$ cat config.mk
export PLATFORM = sky130hd
export DESIGN_NAME = wpf_cordic
export DESIGN_NICKNAME = d
export VERILOG_FILES = /design/src/sv/waypoint_follower_p_control_macros.svh /design/src/sv/wpf_pkg.sv /design/src/sv/wpf_cordic.sv
export SDC_FILE = /design/constraint.sdc
export NUM_CORES = 1
export LEC_CHECK = 0
export BUFFER_PORTS_ARGS = -buffer_cell sky130_fd_sc_hd__buf_4
export CORE_MARGIN = 2
export CORE_UTILIZATION = 70
export CTS_CLUSTER_SIZE = 12
export DETAILED_ROUTE_END_ITERATION = 8
export HOLD_SLACK_MARGIN = 0.12
export PLACE_DENSITY = 0.87
export RECOVER_POWER = 100
export SYNTH_ARGS = -nofsm -noshare
export SYNTH_HDL_FRONTEND = slang
export SYNTH_SLANG_ARGS = --single-unit
$ cat constraint.sdc
create_clock -name clk -period 16.3 [get_ports clk]
set_clock_uncertainty 0.05 [all_clocks]
set_input_delay 2.445 -clock clk [delete_from_list [all_inputs] [get_ports clk]]
set_output_delay 2.445 -clock clk [all_outputs]
set_load 0.01 [all_outputs]
$ cat src/sv/waypoint_follower_p_control_macros.svh
// Assertion helpers for the waypoint follower.
`ifndef WAYPOINT_FOLLOWER_P_CONTROL_MACROS_SVH
`define WAYPOINT_FOLLOWER_P_CONTROL_MACROS_SVH

// Implication checked on every clock, masked during reset.
`define WPF_ASSERT_IMPL(label, clk, rst_n, ante, cons, msg) \
  label: assert property (@(posedge clk) disable iff (!rst_n) (ante) |-> (cons)) \
    else $error(msg);

// Next-cycle implication.
`define WPF_ASSERT_NEXT(label, clk, rst_n, ante, cons, msg) \
  label: assert property (@(posedge clk) disable iff (!rst_n) (ante) |=> (cons)) \
    else $error(msg);

`endif

$ cat src/sv/wpf_pkg.sv
`default_nettype none
package wpf_pkg;

  localparam int unsigned CordicSteps = 16;
  localparam logic signed [19:0] HalfPiQ16 = 20'sd102944;
  localparam logic signed [15:0] PiQ12 = 16'sd12868;
  localparam logic signed [16:0] TwoPiQ12 = 17'sd25736;
  localparam logic [63:0] DeadbandRaw = 64'd65;
  localparam logic [31:0] LinOffset = 32'd655;

  localparam logic OP_LOAD = 1'b0;
  localparam logic OP_POSE = 1'b1;

  localparam logic [1:0] REG_LIN_GAIN = 2'd0;
  localparam logic [1:0] REG_ANG_GAIN = 2'd1;
  localparam logic [1:0] REG_STATIC = 2'd2;
  localparam logic [1:0] REG_THRESH = 2'd3;

  typedef enum logic [3:0] {
    ST_IDLE,
    ST_READ,
    ST_DIFF,
    ST_SQUARE,
    ST_SQRT,
    ST_CMP,
    ST_CORDIC,
    ST_ERR,
    ST_MUL,
    ST_SAT,
    ST_OUT
  } wpf_state_t;

  function automatic logic signed [19:0] atan_q16(input logic [3:0] i);
    logic signed [19:0] v;
    begin
      case (i)
        4'd0: v = 20'sd51472;
        4'd1: v = 20'sd30386;
        4'd2: v = 20'sd16055;
        4'd3: v = 20'sd8150;
        4'd4: v = 20'sd4091;
        4'd5: v = 20'sd2047;
        4'd6: v = 20'sd1024;
        4'd7: v = 20'sd512;
        4'd8: v = 20'sd256;
        4'd9: v = 20'sd128;
        4'd10: v = 20'sd64;
        4'd11: v = 20'sd32;
        4'd12: v = 20'sd16;
        4'd13: v = 20'sd8;
        4'd14: v = 20'sd4;
        default: v = 20'sd2;
      endcase
      return v;
    end
  endfunction

endpackage
`default_nettype wire

$ cat src/sv/wpf_cordic.sv
`default_nettype none
// Vectoring CORDIC, one micro-rotation per cycle; bearing in Q3.12.
module wpf_cordic import wpf_pkg::*; (
  input  wire logic               clk,
  input  wire logic               rst_n,
  input  wire logic               start,
  input  wire logic signed [32:0] vx,
  input  wire logic signed [32:0] vy,
  output logic                    done,
  output logic signed [15:0]      bearing
);
  logic signed [35:0] x_r, x_nxt, y_r, y_nxt;
  logic signed [20:0] z_r, z_nxt;
  logic [3:0]         i_r, i_nxt;
  logic               busy_r, busy_nxt, done_r, done_nxt;
  logic signed [35:0] sx, sy;
  logic signed [20:0] zr;

  assign sx = x_r >>> i_r;
  assign sy = y_r >>> i_r;

  always_comb begin
    x_nxt = x_r;
    y_nxt = y_r;
    z_nxt = z_r;
    i_nxt = i_r;
    busy_nxt = busy_r;
    done_nxt = 1'b0;
    if (start) begin
      i_nxt = '0;
      busy_nxt = 1'b1;
      if (vx < 0) begin
        if (vy >= 0) begin
          x_nxt = 36'(vy);
          y_nxt = -36'(vx);
          z_nxt = 21'(HalfPiQ16);
        end else begin
          x_nxt = -36'(vy);
          y_nxt = 36'(vx);
          z_nxt = -21'(HalfPiQ16);
        end
      end else begin
        x_nxt = 36'(vx);
        y_nxt = 36'(vy);
        z_nxt = '0;
      end
    end else if (busy_r) begin
      if (y_r >= 0) begin
        x_nxt = x_r + sy;
        y_nxt = y_r - sx;
        z_nxt = z_r + 21'(atan_q16(i_r));
      end else begin
        x_nxt = x_r - sy;
        y_nxt = y_r + sx;
        z_nxt = z_r - 21'(atan_q16(i_r));
      end
      i_nxt = i_r + 4'd1;
      if (i_r == 4'(CordicSteps - 1)) begin
        busy_nxt = 1'b0;
        done_nxt = 1'b1;
      end
    end
  end

  always_ff @(posedge clk) begin
    if (!rst_n) begin
      busy_r <= 1'b0;
      done_r <= 1'b0;
    end else begin
      busy_r <= busy_nxt;
      done_r <= done_nxt;
    end
    x_r <= x_nxt;
    y_r <= y_nxt;
    z_r <= z_nxt;
    i_r <= i_nxt;
  end

  assign zr = (z_r + 21'sd8) >>> 4;
  assign done = done_r;
  assign bearing = zr[15:0];
endmodule
`default_nettype wire

==> flow_summary.ini, run 1 <==
[outcome]
status = finished with violations
violations = capacitance limit, slew limit

[clock_tree]
clk_pin_slew_worst_paths_ns = 0.07
htreeDepth = 4
cts_resized = 0
cts_tree = built
postCtsSetupRepairBufs = 0
hold_buffers = 0
clock_tree.root_cell = clkbuf_16
clock_sinks = 114
clock_latency_ns = 0.44
cts_buffers = 17
clockBufferDepth = 2

[finish]
final_cell_mix = nand2_1 (235), o21ai_0 (206), nor2_1 (157)
regArea_um2 = 3210
fin_area_um2 = 18500
multi_input_area_um2 = 13400
fin_util_pct = 76.0
synthToLayoutAreaGrowth_pct = 6.44
insertedDiodeCount = 0
final_layout_size_suffix_gt1_share_pct = 11.5
nets = 2316
final_common_cell = nand2_1
fill_cells = 1830

[yosys]
synth_edf_count = 92
synth-async-reset-ratio_pct = 0
yosysWarnings = 0
yosysSeqAreaShare_pct = 18.5
ys_seq_elements = 114
yosysUniqueCellTypes = 86
avgSynthCellArea_um2 = 8.07
synth_ff_type = edfxtp_1
syn-cell-area_um2 = 17400
netlist_instances = 2151
synth_nets = 2326

[placed_design]
post-place-ws_ns = 8.89
port_buffers = 85
gp_congestion = 1.00
place_area_um2 = 18000
hpwl_mm = 41.3

[global_route]
grt_max_degree = 95
grt_pass1_wl_mm = 86.8
grt_usage_pct = 42.1
antenna_found_initial = 0
first_global_vias = 16672
gr-total-overflow = 0

[sta]
final_hold_viol_count = 0
finalSetupTns_ns = 0
final-max-slew-violation-count = 333
final-setup-viol-count = 0
final.min_clock_period_ns = 10.64
maxSlewHeadroom_pct = -145
grt_setup_unrepaired = no
post-route-period-util_pct = 65.3
fin_ws_ns = 5.66
fmax_ghz = 0.0939
tightest_slew_ns = 3.67

[worst_hold_path]
hold_class = reg2reg

[floorplanning]
io-pin-count = 86
die-height_um = 161
die_area_um2 = 26100
rows = 57
die_w_um = 161
start_util_pct = 71.4
core_area_um2 = 24300

[route]
first_pass_iters = 8
viasPerCell = 7.22
drc = 0
drt-total-wl_mm = 55.5
first_iter_violations = 2425
via_count = 17885
detail_route.wl_per_cell_um = 22.4
antenna_left = 0

[worst_setup_path]
setup.worst_path.start_class = flop
critPathMaxStageDelay_ns = 2.64
critPathBufInv = 1
cpMaxStageDelayCell = clkbuf_1
cp_data_required_time_ns = 16.29
crit_fanout = 62
crit_type = reg2reg
critPathTopFamily = compound AO/OA/AOI/OAI gates
cp_data_arrival_time_ns = 10.64
path_cells = clkbuf_1, nor2_1, a22oi_1, nand4_1, a221o_1, nand3b_1, or2_2, or3_1, a221oi_1, ha_1, a21oi_1, o21ai_0, a31oi_1, o21ai_0, a2111oi_0, o311ai_0, nand4_1, a21o_1, a21oi_1
worstSetupEndpointType = flop

[run]
drv_cap = 5
==> final timing paths <==
| kind | from | to | slack (ns) | cells after the start |
|---|---|---|---|---|
| hold / removal | busy_r$_SDFF_PN0_ | done$_SDFF_PP0_ | 0.55 | 2 |
| setup / recovery | i_r[1]$_SDFFE_PP0P_ | x_r[34]$_DFFE_PP_ | 5.66 | 19 |
| hold reg to reg | busy_r$_SDFF_PN0_ | done$_SDFF_PP0_ | 0.55 | 2 |
| setup reg to reg | i_r[1]$_SDFFE_PP0P_ | x_r[34]$_DFFE_PP_ | 5.66 | 19 |
==> logic make-up (layout without fill, tap and decap cells) <==
group | Yosys count | count (layout) | synth area share [%]
DFF | 114 | 114 | 18.5
and+or+nand+nor | 679 | 679 | 18.6
xor gates and xnor gates | 209 | 209 | 10.5
AOI/OAI and AO/OA | 687 | 687 | 25.3
buffers and inverters | 181 | 184 | 4.31
adders and majority gates | 106 | 106 | 7.77
muxes | 175 | 175 | 14.9
==> per-stage QoR <==
step	hold slack, ns	std cells
3_3_place_gp	0.543	2446
2_1_floorplan	0.565	2151
4_1_cts	0.544	2478
5_1_grt	0.586	2478
6_report	0.545	2478
3_5_place_dp	0.536	2446
==> final cells by class <==
type                    count  share of cell area (%)
well taps                 324                    2.19
inverters                  55                    1.12
clock inverters            13                   0.867
multi-input cells        1856                    72.6
repair buffers             97                    3.51
flip-flops and latches    114                    17.4
clock buffers              19                    2.34
==> Yosys cell counts (all sizes together) (9+ instances only) <==
cell type	number	area, um^2
ha	103	1290
o21ai	207	1040
or4	13	105
inv	54	203
mux2	45	507
nand2b	28	175
edfxtp	92	2760
and3	9	56.3
nand4	14	87.6
a21o	47	353
o211ai	64	480
nor4	11	68.8
nor3	36	180
a31oi	28	175
xor2	97	850
mux2i	69	703
a22oi	10	75.1
or3	36	225
a31o	10	87.6
o21bai	12	90.1
clkbuf	78	293
mux4	61	1390
a211oi	25	188
o31ai	38	285
nor2b	19	119
o21a	15	113
buf	48	249
dfxtp	22	440
nor2	157	589
or2	17	106
a21oi	131	659
o22ai	19	119
xnor2	112	981
and2	16	100
nand2	235	882
nand3	59	295
==> worst register-to-register path, delay by kind of cell (launching register included) <==
family | cells | cell delay, ns
compound gates | 11 | 3.60
buf+inv | 1 | 2.64
simple gates | 6 | 2.44
flops | 1 | 1.12
fa+ha+maj | 1 | 0.40
==> layer usage <==
layer  track usage (%)  wire length (um)  share of wire, %
met2              65.4             24400                44
met5                 0                 0                 0
met1              55.2             21100                38
met3              11.6              7500                13
met4              18.1              2580               4.6
Power of run 1 is not shown: default switching activity piles up to over one toggle a cycle in this logic, so the estimate is an artifact.
==> run 2, diff against run 1 <==
--- a/config.mk
+++ b/config.mk
@@ -7,11 +7,11 @@
 export LEC_CHECK = 0
 export BUFFER_PORTS_ARGS = -buffer_cell sky130_fd_sc_hd__buf_4
 export CORE_MARGIN = 2
-export CORE_UTILIZATION = 70
+export CORE_UTILIZATION = 65
 export CTS_CLUSTER_SIZE = 12
 export DETAILED_ROUTE_END_ITERATION = 8
 export HOLD_SLACK_MARGIN = 0.12
-export PLACE_DENSITY = 0.87
+export PLACE_DENSITY = 0.82
 export RECOVER_POWER = 100
 export SYNTH_ARGS = -nofsm -noshare
 export SYNTH_HDL_FRONTEND = slang
==> constraint.sdc (replaced) <==
create_clock -name clk -period 10.8 [get_ports clk]
set_clock_uncertainty 0.05 [all_clocks]
set_input_delay 1.62 -clock clk [delete_from_list [all_inputs] [get_ports clk]]
set_output_delay 1.62 -clock clk [all_outputs]
set_load 0.01 [all_outputs]
==> run 2 against run 1 <==
The run ends with DRC, capacitance limit, slew limit left. Critical endpoint unchanged. Core utilization shrank 5.3 points. Global-route usage shrank 3.0 points. Routed wire length is 0.42% higher. Setup slack got worse by 3.8 ns. Non-clock buffer count increased by 3. Sequential share of layout area about the same. Register-to-register slack worse by 3.8 ns. Final cell count is 0.56% higher. Design area barely moved. Die area rose by 7.5%.
==> flow_summary.ini, run 2 (synthesized netlist as in run 1, its figures left out) <==
[floorplanning]
io-pin-count = 86
die_w_um = 167
rows = 59
die_area_um2 = 28000
start_util_pct = 66.4
core_area_um2 = 26100
die-height_um = 167

[worst_setup_path]
regToRegStartpoint = i_r[0]$_SDFFE_PP0P_
crit_end = x_r[34]$_DFFE_PP_
reg2reg_to = x_r[34]$_DFFE_PP_
r2r_slack_ns = 1.88
setup.worst_path.start_class = flop
cp_data_arrival_time_ns = 8.98
cpMaxStageDelayCell = dfxtp_1
crit_type = reg2reg
path_cells = buf_4, inv_1, buf_4, and2_0, or4_1, a221o_1, nand3b_1, or2_2, or3_1, a221oi_1, a221oi_1, ha_1, a21oi_1, o21ai_0, a31oi_1, o21ai_0, a2111oi_0, o311ai_0, nand4_1, a21o_1, a21oi_1
cp_data_required_time_ns = 10.86
crit_fanout = 57
worstSetupEndpointType = flop
reg2reg_depth = 21
critPathMaxStageDelay_ns = 1.76
startpoint = i_r[0]$_SDFFE_PP0P_

[route]
via_count = 17538
first_pass_iters = 8
antenna_left = 0
drc = 5
first_iter_violations = 1996
drt-total-wl_mm = 55.8
detail_route.wl_per_cell_um = 22.4
viasPerCell = 7.04

[global_route]
grt_busiest_layer = met2
met2_usage_pct = 60.9
grt_pass1_wl_mm = 86.9
grtUsageMet1_pct = 53.0
grt_max_degree = 91
grt_usage_pct = 39.0
grtUsageMet3_pct = 8.32
antenna_found_initial = 0
first_global_vias = 16419
gr-total-overflow = 0

[clock_tree]
clk_pin_slew_worst_paths_ns = 0.06
cts_tree = built
hold_buffers = 0
cts_buffers = 17
clock_tree.root_cell = clkbuf_16
clock_sinks = 114
htreeDepth = 4
clockBufferDepth = 2
cts_resized = 0
postCtsSetupRepairBufs = 0
clock_latency_ns = 0.45

[finish]
insertedDiodeCount = 0
final_common_cell = nand2_1
nets = 2319
fin_area_um2 = 18500
synthToLayoutAreaGrowth_pct = 6.42
final_layout_size_suffix_gt1_share_pct = 11.6
final_cell_mix = nand2_1 (235), o21ai_0 (206), nor2_1 (157)

[sta]
maxSlewHeadroom_pct = -125
post-route-period-util_pct = 82.6
final-setup-viol-count = 0
final-max-slew-violation-count = 426
final.min_clock_period_ns = 8.92
grt_setup_unrepaired = no
finalSetupTns_ns = 0
final_hold_viol_count = 0
tightest_slew_ns = 3.38
fmax_ghz = 0.112
whs_ns = 0.570

[outcome]
violations = DRC, capacitance limit, slew limit
status = finished with violations

[placed_design]
place_area_um2 = 18000
port_buffers = 85
gp_congestion = 0.991
hpwl_mm = 42.5

[run]
drv_cap = 8

[worst_hold_path]
hold_class = reg2reg
[run 2: how the worst min path moves through the flow]
stage | depth (start not counted) | start | end
detailed placement | 2 | busy_r$_SDFF_PN0_ | done$_SDFF_PP0_
global route | 2 | busy_r$_SDFF_PN0_ | done$_SDFF_PP0_
finish | 2 | busy_r$_SDFF_PN0_ | done$_SDFF_PP0_
CTS | 2 | busy_r$_SDFF_PN0_ | done$_SDFF_PP0_
global placement | 2 | busy_r$_SDFF_PN0_ | done$_SDFF_PP0_
floorplan | 3 | busy_r$_SDFF_PN0_ | done$_SDFF_PP0_
[run 2: worst max-delay path: cells and delay by family (launching register included)]
kind                       cells  cell delay, ns
adders and majority gates      1            0.48
and+or+nand+nor                6            1.98
buffers and inverters          3            1.12
DFF                            1            1.76
AOI/OAI and AO/OA             11            3.17
[run 2: per-stage QoR]
| stage | utilization, % | instances | worst slack [ns] |
|---|---|---|---|
| after global routing | 70.7 | 2492 | 1.35 |
| after CTS | 71.1 | 2492 | 3.34 |
| after global placement | 68.9 | 2460 | 3.44 |
| after detailed placement | 68.9 | 2460 | 3.34 |
| after floorplan | - | 2151 | 4.22 |
| final | 70.7 | 2492 | 1.88 |
[run 2: routing by layer]
layer / up-vias / share of wire, %
met3: 179 / 12
met4: 0 / 4.0
met1: 8249 / 40
li1: 8114 / -
met2: 996 / 44
met5: - / 0
[run 2: layout make-up]
class	count	area, um^2
inverters	55	206
flip-flops and latches	114	3210
clock buffers	19	464
fillers	2134	7660
clock inverters	13	97.6
repair buffers	100	664
multi-input cells	1856	13400
well taps	335	419
Power of run 2 is left out for the same reason.
