$ cat src/sv/waypoint_follower_p_control_macros.svh
// Assertion helpers for the waypoint follower.
`ifndef WAYPOINT_FOLLOWER_P_CONTROL_MACROS_SVH
`define WAYPOINT_FOLLOWER_P_CONTROL_MACROS_SVH

// Implication checked on every clock, masked during reset.
`define WPF_ASSERT_IMPL(label, clk, rst_n, ante, cons, msg) \
  label: assert property (@(posedge clk) disable iff (!rst_n) (ante) |-> (cons)) \
    else $error(msg);

// Next-cycle implication.
`define WPF_ASSERT_NEXT(label, clk, rst_n, ante, cons, msg) \
  label: assert property (@(posedge clk) disable iff (!rst_n) (ante) |=> (cons)) \
    else $error(msg);

`endif

$ cat src/sv/wpf_pkg.sv
`default_nettype none
package wpf_pkg;

  localparam int unsigned CordicSteps = 16;
  localparam logic signed [19:0] HalfPiQ16 = 20'sd102944;
  localparam logic signed [15:0] PiQ12 = 16'sd12868;
  localparam logic signed [16:0] TwoPiQ12 = 17'sd25736;
  localparam logic [63:0] DeadbandRaw = 64'd65;
  localparam logic [31:0] LinOffset = 32'd655;

  localparam logic OP_LOAD = 1'b0;
  localparam logic OP_POSE = 1'b1;

  localparam logic [1:0] REG_LIN_GAIN = 2'd0;
  localparam logic [1:0] REG_ANG_GAIN = 2'd1;
  localparam logic [1:0] REG_STATIC = 2'd2;
  localparam logic [1:0] REG_THRESH = 2'd3;

  typedef enum logic [3:0] {
    ST_IDLE,
    ST_READ,
    ST_DIFF,
    ST_SQUARE,
    ST_SQRT,
    ST_CMP,
    ST_CORDIC,
    ST_ERR,
    ST_MUL,
    ST_SAT,
    ST_OUT
  } wpf_state_t;

  function automatic logic signed [19:0] atan_q16(input logic [3:0] i);
    logic signed [19:0] v;
    begin
      case (i)
        4'd0: v = 20'sd51472;
        4'd1: v = 20'sd30386;
        4'd2: v = 20'sd16055;
        4'd3: v = 20'sd8150;
        4'd4: v = 20'sd4091;
        4'd5: v = 20'sd2047;
        4'd6: v = 20'sd1024;
        4'd7: v = 20'sd512;
        4'd8: v = 20'sd256;
        4'd9: v = 20'sd128;
        4'd10: v = 20'sd64;
        4'd11: v = 20'sd32;
        4'd12: v = 20'sd16;
        4'd13: v = 20'sd8;
        4'd14: v = 20'sd4;
        default: v = 20'sd2;
      endcase
      return v;
    end
  endfunction

endpackage
`default_nettype wire

$ cat src/sv/wpf_sqrt.sv
`default_nettype none
// Bit-pair restoring square root, one result bit per cycle.
module wpf_sqrt import wpf_pkg::*; (
  input  wire logic        clk,
  input  wire logic        rst_n,
  input  wire logic        start,
  input  wire logic [63:0] radicand,
  output logic             done,
  output logic [31:0]      root
);
  logic [63:0] rem_r, rem_nxt;
  logic [63:0] res_r, res_nxt;
  logic [63:0] bit_r, bit_nxt;
  logic        busy_r, busy_nxt;
  logic        done_r, done_nxt;

  always_comb begin
    rem_nxt = rem_r;
    res_nxt = res_r;
    bit_nxt = bit_r;
    busy_nxt = busy_r;
    done_nxt = 1'b0;
    if (start) begin
      rem_nxt = radicand;
      res_nxt = '0;
      bit_nxt = 64'h4000_0000_0000_0000;
      busy_nxt = 1'b1;
    end else if (busy_r) begin
      if (rem_r >= res_r + bit_r) begin
        rem_nxt = rem_r - (res_r + bit_r);
        res_nxt = (res_r >> 1) + bit_r;
      end else begin
        res_nxt = res_r >> 1;
      end
      bit_nxt = bit_r >> 2;
      if (bit_r == 64'd1) begin
        busy_nxt = 1'b0;
        done_nxt = 1'b1;
      end
    end
  end

  always_ff @(posedge clk) begin
    if (!rst_n) begin
      busy_r <= 1'b0;
      done_r <= 1'b0;
    end else begin
      busy_r <= busy_nxt;
      done_r <= done_nxt;
    end
    rem_r <= rem_nxt;
    res_r <= res_nxt;
    bit_r <= bit_nxt;
  end

  assign done = done_r;
  assign root = res_r[31:0];
endmodule
`default_nettype wire

$ cat config.mk
export PLATFORM = sky130hd
export DESIGN_NAME = wpf_sqrt
export DESIGN_NICKNAME = d
export VERILOG_FILES = /design/src/sv/waypoint_follower_p_control_macros.svh /design/src/sv/wpf_pkg.sv /design/src/sv/wpf_sqrt.sv
export SDC_FILE = /design/constraint.sdc
export NUM_CORES = 1
export LEC_CHECK = 0
export ABC_AREA = 1
export ABC_CLOCK_PERIOD_IN_PS = 7170
export BUFFER_PORTS_ARGS = -buffer_cell sky130_fd_sc_hd__buf_2
export CAP_MARGIN = 10
export CORE_MARGIN = 1
export CORE_UTILIZATION = 60
export CTS_BUF_LIST = sky130_fd_sc_hd__clkbuf_2 sky130_fd_sc_hd__clkbuf_4 sky130_fd_sc_hd__clkbuf_8
export CTS_CLUSTER_DIAMETER = 150
export CTS_CLUSTER_SIZE = 25
export DETAILED_ROUTE_END_ITERATION = 10
export PLACE_DENSITY = 0.74
export SYNTH_ARGS = -nofsm -noshare
export SYNTH_HDL_FRONTEND = slang
export SYNTH_SLANG_ARGS = --single-unit
$ cat constraint.sdc
create_clock -name clk -period 7.17 [get_ports clk]
set_input_delay 1.434 -clock clk [delete_from_list [all_inputs] [get_ports clk]]
set_output_delay 1.434 -clock clk [all_outputs]
set_load 0.01 [all_outputs]
==> results of run 1 <==
cell usage in the layout (no fill, tap or decap), types with 13 or more instances in the layout:
master / netlist / routed
sky130_fd_sc_hd__nand2_1: 1211 / 1210
sky130_fd_sc_hd__inv_1: 510 / 508
sky130_fd_sc_hd__nor2_1: 391 / 391
sky130_fd_sc_hd__nand3_1: 281 / 281
sky130_fd_sc_hd__a21oi_1: 249 / 249
sky130_fd_sc_hd__o21ai_0: 169 / 169
sky130_fd_sc_hd__ha_1: 130 / 130
sky130_fd_sc_hd__buf_2: 19 / 98
sky130_fd_sc_hd__dfxtp_1: 98 / 97
sky130_fd_sc_hd__edfxtp_1: 64 / 64
sky130_fd_sc_hd__xnor2_1: 53 / 53
sky130_fd_sc_hd__xor2_1: 44 / 44
sky130_fd_sc_hd__nor3_1: 39 / 39
sky130_fd_sc_hd__nand4_1: 34 / 34
sky130_fd_sc_hd__nand3b_1: 28 / 28
sky130_fd_sc_hd__o21bai_1: 24 / 24
sky130_fd_sc_hd__clkbuf_8: 0 / 19
sky130_fd_sc_hd__or2_2: 18 / 18
sky130_fd_sc_hd__a31oi_1: 13 / 13
stage by stage:
step	util	instances	cell area, um2	hold slack [ns]	setup slack (ns)
detailed placement	0.627	3987	20500	0.483	1.69
global route	0.640	4019	20900	0.535	1.13
CTS	0.640	4019	20900	0.502	1.66
global placement	0.627	3987	20500	0.477	1.72
floorplan	-	3549	20000	0.463	2.15
finish	0.640	4020	20900	0.507	1.46
kinds of logic (layout without fill, tap and decap cells):
kind of cell / count (synthesis) / count (layout) / share of synthesized area
compound gates: 503 / 503 / 0.135
xor+xnor: 97 / 97 / 0.0425
fa+ha+maj: 131 / 131 / 0.0823
buf+inv: 626 / 654 / 0.128
flops: 162 / 162 / 0.194
other cells: 0 / 1 / 0
simple gates: 2030 / 2030 / 0.418
worst paths after layout:
kind             start       end  slack, ns
min           res_r[0]  res_r[0]       0.51
max reg2reg  res_r[12]  rem_r[6]       1.46
min reg2reg   res_r[0]  res_r[0]       0.51
max          res_r[12]  rem_r[6]       1.46
critical path: cells and delay by family (launching register included):
| family | cells | cell delay, ns |
|---|---|---|
| and+or+nand+nor | 16 | 2.98 |
| adders and majority gates | 2 | 0.71 |
| DFF | 1 | 0.60 |
| buffers and inverters | 2 | 0.46 |
| AOI/OAI and AO/OA | 1 | 0.38 |
| xor gates and xnor gates | 1 | 0.14 |
state kept, by name, summed over array words and instances (netlist names):
name    count
bit_r      32
busy_r      1
done        1
rem_r      64
res_r      64
layer usage:
layer  up-vias  share of wire  track usage
li1      11349              -            -
met1     10738           0.38        0.560
met2      1597           0.44        0.738
met3       346           0.10       0.0767
met4         2          0.078        0.325
met5         -        0.00015            0
power by group through the flow:
stage	Clock (mW)	Sequential, mW	Combinational, mW
final	0.779	1.73	5.55
after global routing	0.801	1.75	6.11
after CTS	0.774	1.70	5.34
after detailed placement	0	1.72	5.31
after global placement	0	1.70	5.19
after floorplan	0	1.51	4.10
area by class of cell:
type	count	area (um2)	area share
Clock buffer	19	262	0.0125
Sequential cell	162	3890	0.186
Inverter	513	1930	0.0919
Clock inverter	13	168	0.00801
Antenna cell	1	2.50	0.000119
Timing Repair Buffer	109	586	0.0280
Tap cell	442	553	0.0264
Multi-Input combinational cell	2761	13600	0.647
==> impl.org, run 1 <==
** Outcome
- Outcome :: complete, but fails checks
- The checks that failed: DRC.

** Power and ir drop
- Power spread over the standard cell area amounts to roughly 380 nW/um2.
- Share of total power in sequential cells :: 0.214
- Cell internal power was estimated by the tool at between 3 and 4 mW.
- Switching share of power :: 0.564
- The analysis attributes to cell leakage a power of between 9 and 10 nW.
- Psw :: 4.55 mW
- Total power for the finished layout comes to around 8.1 mW.
- Of the total power, combinational logic draws 0.689.
- The share of total power dissipated in the clock network is 0.097.
- VDD IR-drop max :: ~0.34 mV

** Routing
- The final route contains ~24000 vias.
- Count of nets left with antenna violations after detail routing :: 0
- Total wire length after detailed routing :: ~78000 um
- Number of optimization iterations in the first detailed-route pass :: 10
- DRT iter0 DRCs :: between 3000 and 4000
- Detail-routed via count per cell :: between 5 and 6
- Count of unresolved DRC violations after routing :: 1
- Dividing the detail-routed wire length by the instance count gives about 19 um.

** Worst setup path
- Cell with the most instances on the worst path :: sky130_fd_sc_hd__nand2_1
- Cells along the critical path :: ha_1 -> nand2_1 -> inv_1 -> nand3_1 -> nor3_1 -> nor2_1 -> o21ai_1 -> nand2_1 -> nand2_1 -> xor2_1 -> ha_1 -> nand2_1 -> nor2_1 -> nand3_1 -> nor2_1 -> nand4_1 -> nand3_2 -> nand2_4 -> nand2_4 -> nand2_2 -> nand2_2 -> buf_12
- On the worst path, the slowest cell contributes a delay of 0.60 ns.
- The worst setup path is launched from a flip-flop.
- The worst setup path is captured at a flip-flop.
- On the critical path, the stage with the largest delay is an instance of sky130_fd_sc_hd__dfxtp_1.
- Of all nets on the critical path, the largest fanout is 56.
- The worst register-to-register path has a depth of 22.
- Crit Path Class :: flip-flop to flip-flop
- Data on the critical path is required at its endpoint by 7.36 ns.
- STA puts the critical path data arrival time at between 5 and 6 ns.

** Floorplanning
- Die Area :: around 34000 um2
- The floorplan step set the die width to about 180 um.
- DIE HEIGHT :: 185 um
- Ports :: 100
- In this run the standard cell core region covers around 33000 um2.
- Starting Density :: 0.611
- The initialized floorplan defines 66 standard-cell rows.

** STA
- The count of final hold-check violations was 0.
- Time the worst path needs with I/O delays and setup :: between 5 and 6 ns
- Worst slew pin tran :: 0.951 ns
- On the final layout, the worst clock skew is about 0.024 ns.
- Setup repair after global routing left no endpoint under its margin.
- Total negative slack for setup checks :: 0 ns
- Portion of the clock cycle consumed by the worst path in the final layout :: 0.797
- Maximum clock frequency :: approximately 0.18 GHz
- Tightest slew margin relative to the limit :: 0.366
- Setup violations remaining at the end of the flow were counted as 0.
- Fin. max-slew vios :: 0

** Logic synthesis
- Most common flop cell mapped by yosys :: sky130_fd_sc_hd__dfxtp_1
- The Yosys step of the flow raised 0 warnings.
- Sequential-to-total area share from yosys stat :: 0.194
- Counting flops with an async set or reset pin after synthesis yields a share of 0.
- Number of unique standard cell types used by synthesis :: 46
- The mapped netlist covers 20000 um2.
- Counting flops with a built-in enable in the synthesized netlist gives between 60 and 70.
- Net count after synthesis :: approximately 3700
- By count the netlist is led by sky130_fd_sc_hd__nand2_1 (1211), sky130_fd_sc_hd__inv_1 (510), sky130_fd_sc_hd__nor2_1 (391).
- Mean post-synth cell area :: between 5 and 6 um2
- Counting every instance in the synthesized netlist gives between 3000 and 4000.
- Share of the synthesized area in the top cell type :: 0.227
- Cell with the most instances after synthesis :: sky130_fd_sc_hd__nand2_1
- sky130_fd_sc_hd__nand2_1 takes more of the synthesized area than any other cell.
- Synth top area cells :: sky130_fd_sc_hd__nand2_1 (23%), sky130_fd_sc_hd__dfxtp_1 (9.8%), sky130_fd_sc_hd__edfxtp_1 (9.6%)
- Total of flip-flops plus latches after synthesis :: roughly 160

** CTS
- H-tree depth :: 4
- Maximum buffer depth of the clock tree :: 2
- Post-cts sizing count :: 0
- For the worst-skew pair, the clock arrives at the later sink with an insertion delay of about 0.53 ns.
- Clock tree sinks :: about 160
- TritonCTS clock tree :: done
- Buffers added to address setup during post-CTS repair amount to 0.
- Worst-path clk slew :: 0.10 ns
- Clock tree synthesis selected as its root buffer the cell sky130_fd_sc_hd__clkbuf_8.
- Number of buffers added by the clock tree synthesis step :: 17
- Number of buffers inserted by hold repair at cts :: 0

** GRT
- The initial antenna violation count is 1.
- Entering global routing, the biggest net connects between 70 and 80 pins.
- The first global-routing pass estimated 118000 um of wire.
- The number of global-route vias before repair is around 23000.
- GRT Overall Usage :: 0.460
- Aggregate global routing overflow :: 0

** Finish
- Fill cells in the final layout number 3288.
- Layout cells sized above 1 :: 0.0509
- Total Nets Final :: between 3000 and 4000
- The area growth from synthesis to layout is 4.74%.

** Job
- Max-cap violations in this run came to 0.

** Min path
- Along the worst hold path, the cell count comes to 2.
- The worst hold path belongs to the class flip-flop to flip-flop.

** Placed design
- At the end of routability-driven placement, the weighted congestion stood at between 1 and 1.5.
- Final HPWL DP :: between 60000 and 70000 um
- # port buffers :: 99
(Power assumes the default switching activity.)
==> run 2: changes to the inputs <==
--- a/config.mk
+++ b/config.mk
@@ -5,8 +5,8 @@
 export SDC_FILE = /design/constraint.sdc
 export NUM_CORES = 1
 export LEC_CHECK = 0
-export ABC_AREA = 1
-export ABC_CLOCK_PERIOD_IN_PS = 7170
+export ABC_AREA = 0
+export ABC_CLOCK_PERIOD_IN_PS = 5850
 export BUFFER_PORTS_ARGS = -buffer_cell sky130_fd_sc_hd__buf_2
 export CAP_MARGIN = 10
 export CORE_MARGIN = 1
@@ -15,7 +15,7 @@
 export CTS_CLUSTER_DIAMETER = 150
 export CTS_CLUSTER_SIZE = 25
 export DETAILED_ROUTE_END_ITERATION = 10
-export PLACE_DENSITY = 0.74
+export PLACE_DENSITY = 0.75
 export SYNTH_ARGS = -nofsm -noshare
 export SYNTH_HDL_FRONTEND = slang
 export SYNTH_SLANG_ARGS = --single-unit
==> constraint.sdc (replaced) <==
create_clock -name clk -period 5.85 [get_ports clk]
set_input_delay 1.17 -clock clk [delete_from_list [all_inputs] [get_ports clk]]
set_output_delay 1.17 -clock clk [all_outputs]
set_load 0.01 [all_outputs]
==> run 2 against run 1 <==
  * Largest power group unchanged
  * Largest cell class unchanged
  * Critical endpoint is now res_r[12]
  * Combinational power fell by 30%
  * Cell area decreased by 21%
  * Highest routed layer unchanged
  * Die area fell by 22%
  * The run now ends clean
==> impl.org, run 2 <==
** CTS
- TritonCTS clock tree :: done
- Clock tree sinks :: roughly 160
- The H-tree was split into 4 levels.
- In this run the deepest clock path goes through 2 buffers.
- Buffers inserted during clock tree synthesis total 17.
- The later pin in the worst-skew pair is clocked with a latency of 0.51 ns.
- Worst-path clk slew :: 0.10 ns
- Library cell used as clock root buffer :: sky130_fd_sc_hd__clkbuf_8

** Floorplanning
- The die covers 26600 um2.
- Starting Density :: 0.614
- Width of the die :: ~160 um
- DIE HEIGHT :: ~160 um
- Ports :: 100
- Standard cell core area :: between 20000 and 30000 um2
- The initialized floorplan defines 58 standard-cell rows.

** STA
- Fin. max-slew vios :: 0
- Time the worst path needs with I/O delays and setup :: between 5 and 6 ns
- Tightest slew margin relative to the limit :: 0.436
- Hold Slack :: between 0.5 and 0.6 ns
- Setup violations remaining at the end of the flow were counted as 0.
- At the pin with the least slew margin, the transition time is roughly 0.85 ns.
- Static timing analysis puts the maximum clock frequency at between 0.15 and 0.2 GHz.
- The clock arrives with between 0.02 and 0.03 ns of skew.
- In the finished design, the share of the clock period the worst path needs comes to 0.964.
- The count of final hold-check violations came to 0.

** Finish
- Top flop regs :: rem_r: 64 flops, res_r: 64 flops, bit_r: 32 flops
- The library cell used most frequently in the layout, excluding fill and tap cells, is sky130_fd_sc_hd__nand2_1.
- Once layout is complete, the utilization of the core stands at 0.656.
- The net count of the finished layout is between 2000 and 2500.
- From synthesis to final layout, the design area changed by 6.77%.
- # diodes :: 0
- After routing the design area is roughly 17000 um2.
- Highest-count cells in the layout ignoring fill and taps :: sky130_fd_sc_hd__nand2_1 (241), sky130_fd_sc_hd__nor2_1 (178), sky130_fd_sc_hd__o21ai_0 (169)
- Layout cells sized above 1 :: 0.115
- The layout has 2269 filler cells.

** Logic synthesis
- When the netlist entered floorplanning its net count stood at approximately 2200.
- The most common cell in the synthesized netlist is sky130_fd_sc_hd__nand2_1.
- Sequential-to-total area share from yosys stat :: 0.250
- Mapped Cells :: 2010
- Counting flops with an async set or reset pin after synthesis yields a share of 0.
- The synthesized netlist occupies a cell area of between 15000 and 20000 um2.
- Yosys Warn Count :: 0
- The synthesized design contains about 160 register bits.
- Count of flip-flops with a built-in enable after synthesis :: between 60 and 70
- By area the synthesized netlist is led by sky130_fd_sc_hd__dfxtp_1 (13%), sky130_fd_sc_hd__edfxtp_1 (12%), sky130_fd_sc_hd__ha_1 (10%).
- The share of synthesized area in the top cell type comes to 0.126.
- Mean post-synth cell area :: approximately 7.7 um2
- Most common flop cell mapped by yosys :: sky130_fd_sc_hd__dfxtp_1
- Number of unique standard cell types used by synthesis :: just under 80
- Largest area contributor in the synthesized netlist :: sky130_fd_sc_hd__dfxtp_1
- By count the netlist is led by sky130_fd_sc_hd__nand2_1 (241), sky130_fd_sc_hd__nor2_1 (179), sky130_fd_sc_hd__o21ai_0 (171).

** Worst setup path
- The critical path starts at res_r[0].
- The largest single stage delay on the critical path is about 0.47 ns.
- The worst setup path is of the flip-flop to flip-flop kind.
- For this design, the slowest cell found on the critical path is sky130_fd_sc_hd__or3_1.
- STA classifies the critical path startpoint as a flip-flop.
- STA classifies the critical path endpoint as a flip-flop.
- Worst endpoint data arrival time :: approximately 6.1 ns
- Crit-path max FO :: 33
- Cells along the critical path :: ha_1 -> ha_1 -> a21oi_1 -> o21bai_2 -> a31oi_4 -> o221ai_2 -> buf_4 -> a21oi_2 -> nor4_2 -> o211ai_1 -> nand2_1 -> o2bb2ai_1 -> xnor2_1 -> ha_2 -> nand4_1 -> or3_1 -> nor2_2 -> o2111ai_2 -> and2_4 -> buf_12 -> or3_1 -> a311oi_2
- Critical register-to-register path startpoint :: res_r[0]
- For the worst setup path, the data required time is around 6.3 ns.

** Routing
- The routed layout has between 15000 and 20000 vias.
- DRT iter0 DRCs :: 1829
- Summed over all layers, the routed wires come to approximately 48000 um.
- Dividing the detail-routed wire length by the instance count gives 20.4 um.
- Detail-routed via count per cell :: between 6 and 7
- The pre-antenna-repair detailed-routing pass consisted of 6 iterations.
- For this run, design rule violations remaining after detail routing come to 0.
- Count of nets left with antenna violations after detail routing :: 0

** Job
- Number of max-cap violations :: 0

** Min path
- Hold WC Path Type :: flip-flop to flip-flop
- Worst min-delay path startpoint :: res_r[10]

** GRT
- GRT Overall Usage :: 0.358
- Number of global-route vias before repair :: about 14000
- The initial antenna violation count is 1.
- The first global-routing pass estimated around 75000 um of wire.
- After global routing the overflow that remains totals 0.
- Entering global routing, the biggest net connects between 100 and 150 pins.

** Outcome
- The run finished with clean final reports.

** Placed design
- After detailed placement, the total cell area comes to 16100 um2.
- # port buffers :: between 90 and 100
- Final HPWL DP :: between 30000 and 40000 um
- Global placement routability congestion :: 0.993

** Power and ir drop
- In this run the power density over the cells is between 300 and 400 nW/um2.
- Total design power :: approximately 6.5 mW
- The worst-case IR drop observed on VDD is 0.249 mV.
- For this design the static power due to leakage is between 6 and 7 nW.
run 2: cell families (layout without fill, tap and decap cells):
family	Yosys count	after routing	share of synthesized area
AOI/OAI and AO/OA	666	666	0.279
xor gates and xnor gates	140	140	0.0788
adders and majority gates	131	131	0.106
buffers and inverters	197	209	0.0578
DFF	162	162	0.250
muxes	45	45	0.0292
and+or+nand+nor	669	670	0.200
run 2: per-layer routing:
metal,wire length (um),up-vias,share of wire,global-route usage
li1,-,7424,-,-
met4,1270,2,0.026,0.107
met2,20100,729,0.42,0.526
met3,4230,96,0.088,0.0414
met1,22300,7314,0.47,0.544
met5,13,-,0.00027,0
run 2: where the power goes:
| group | switching (mW) | internal (mW) | total (mW) |
|---|---|---|---|
| clock | 0.511 | 0.441 | 0.952 |
| sequential | 0.223 | 1.51 | 1.73 |
| combinational | 2.36 | 1.50 | 3.86 |
| total | 3.09 | 3.45 | 6.55 |
run 2: repair_timing:
item                       4_1_cts  5_1_grt
hold buffers                     0        0
setup buffers                    0        3
setup endpoints to repair        0      126
gates resized for setup          0       25
run 2: cell type report:
cell class	count	area, um2	area share
Inverter	41	154	0.00926
Clock buffer	18	248	0.0149
Sequential cell	162	3890	0.234
Multi-Input combinational cell	1652	10900	0.657
Tap cell	330	413	0.0249
Timing Repair Buffer	137	825	0.0496
Clock inverter	13	173	0.0104
run 2: worst paths after layout:
check / slack, ns / to / cells after the start
setup reg to reg: 0.21 / res_r[12] / 22
hold reg to reg: 0.56 / res_r[10] / 2
hold / removal: 0.56 / res_r[10] / 2
setup / recovery: 0.21 / res_r[12] / 22
run 2: stage by stage:
stage	cells	TNS (ns)	setup slack, ns
final	2353	0	0.208
after global routing	2353	-0.467	-0.0586
after CTS	2349	0	0.0798
after detailed placement	2318	0	0.0798
after global placement	2318	0	0.177
after floorplan	2010	0	0.0160
run 2: worst max-delay path: cells and delay by family, from the launching register on:
kind | cells | cell delay [ns]
adder cells (fa/ha/maj) | 3 | 0.89
AO/OA/AOI/OAI | 9 | 1.99
XOR/XNOR | 1 | 0.17
buffers and inverters | 2 | 0.38
flip-flops | 1 | 0.36
AND/OR/NAND/NOR | 7 | 1.74
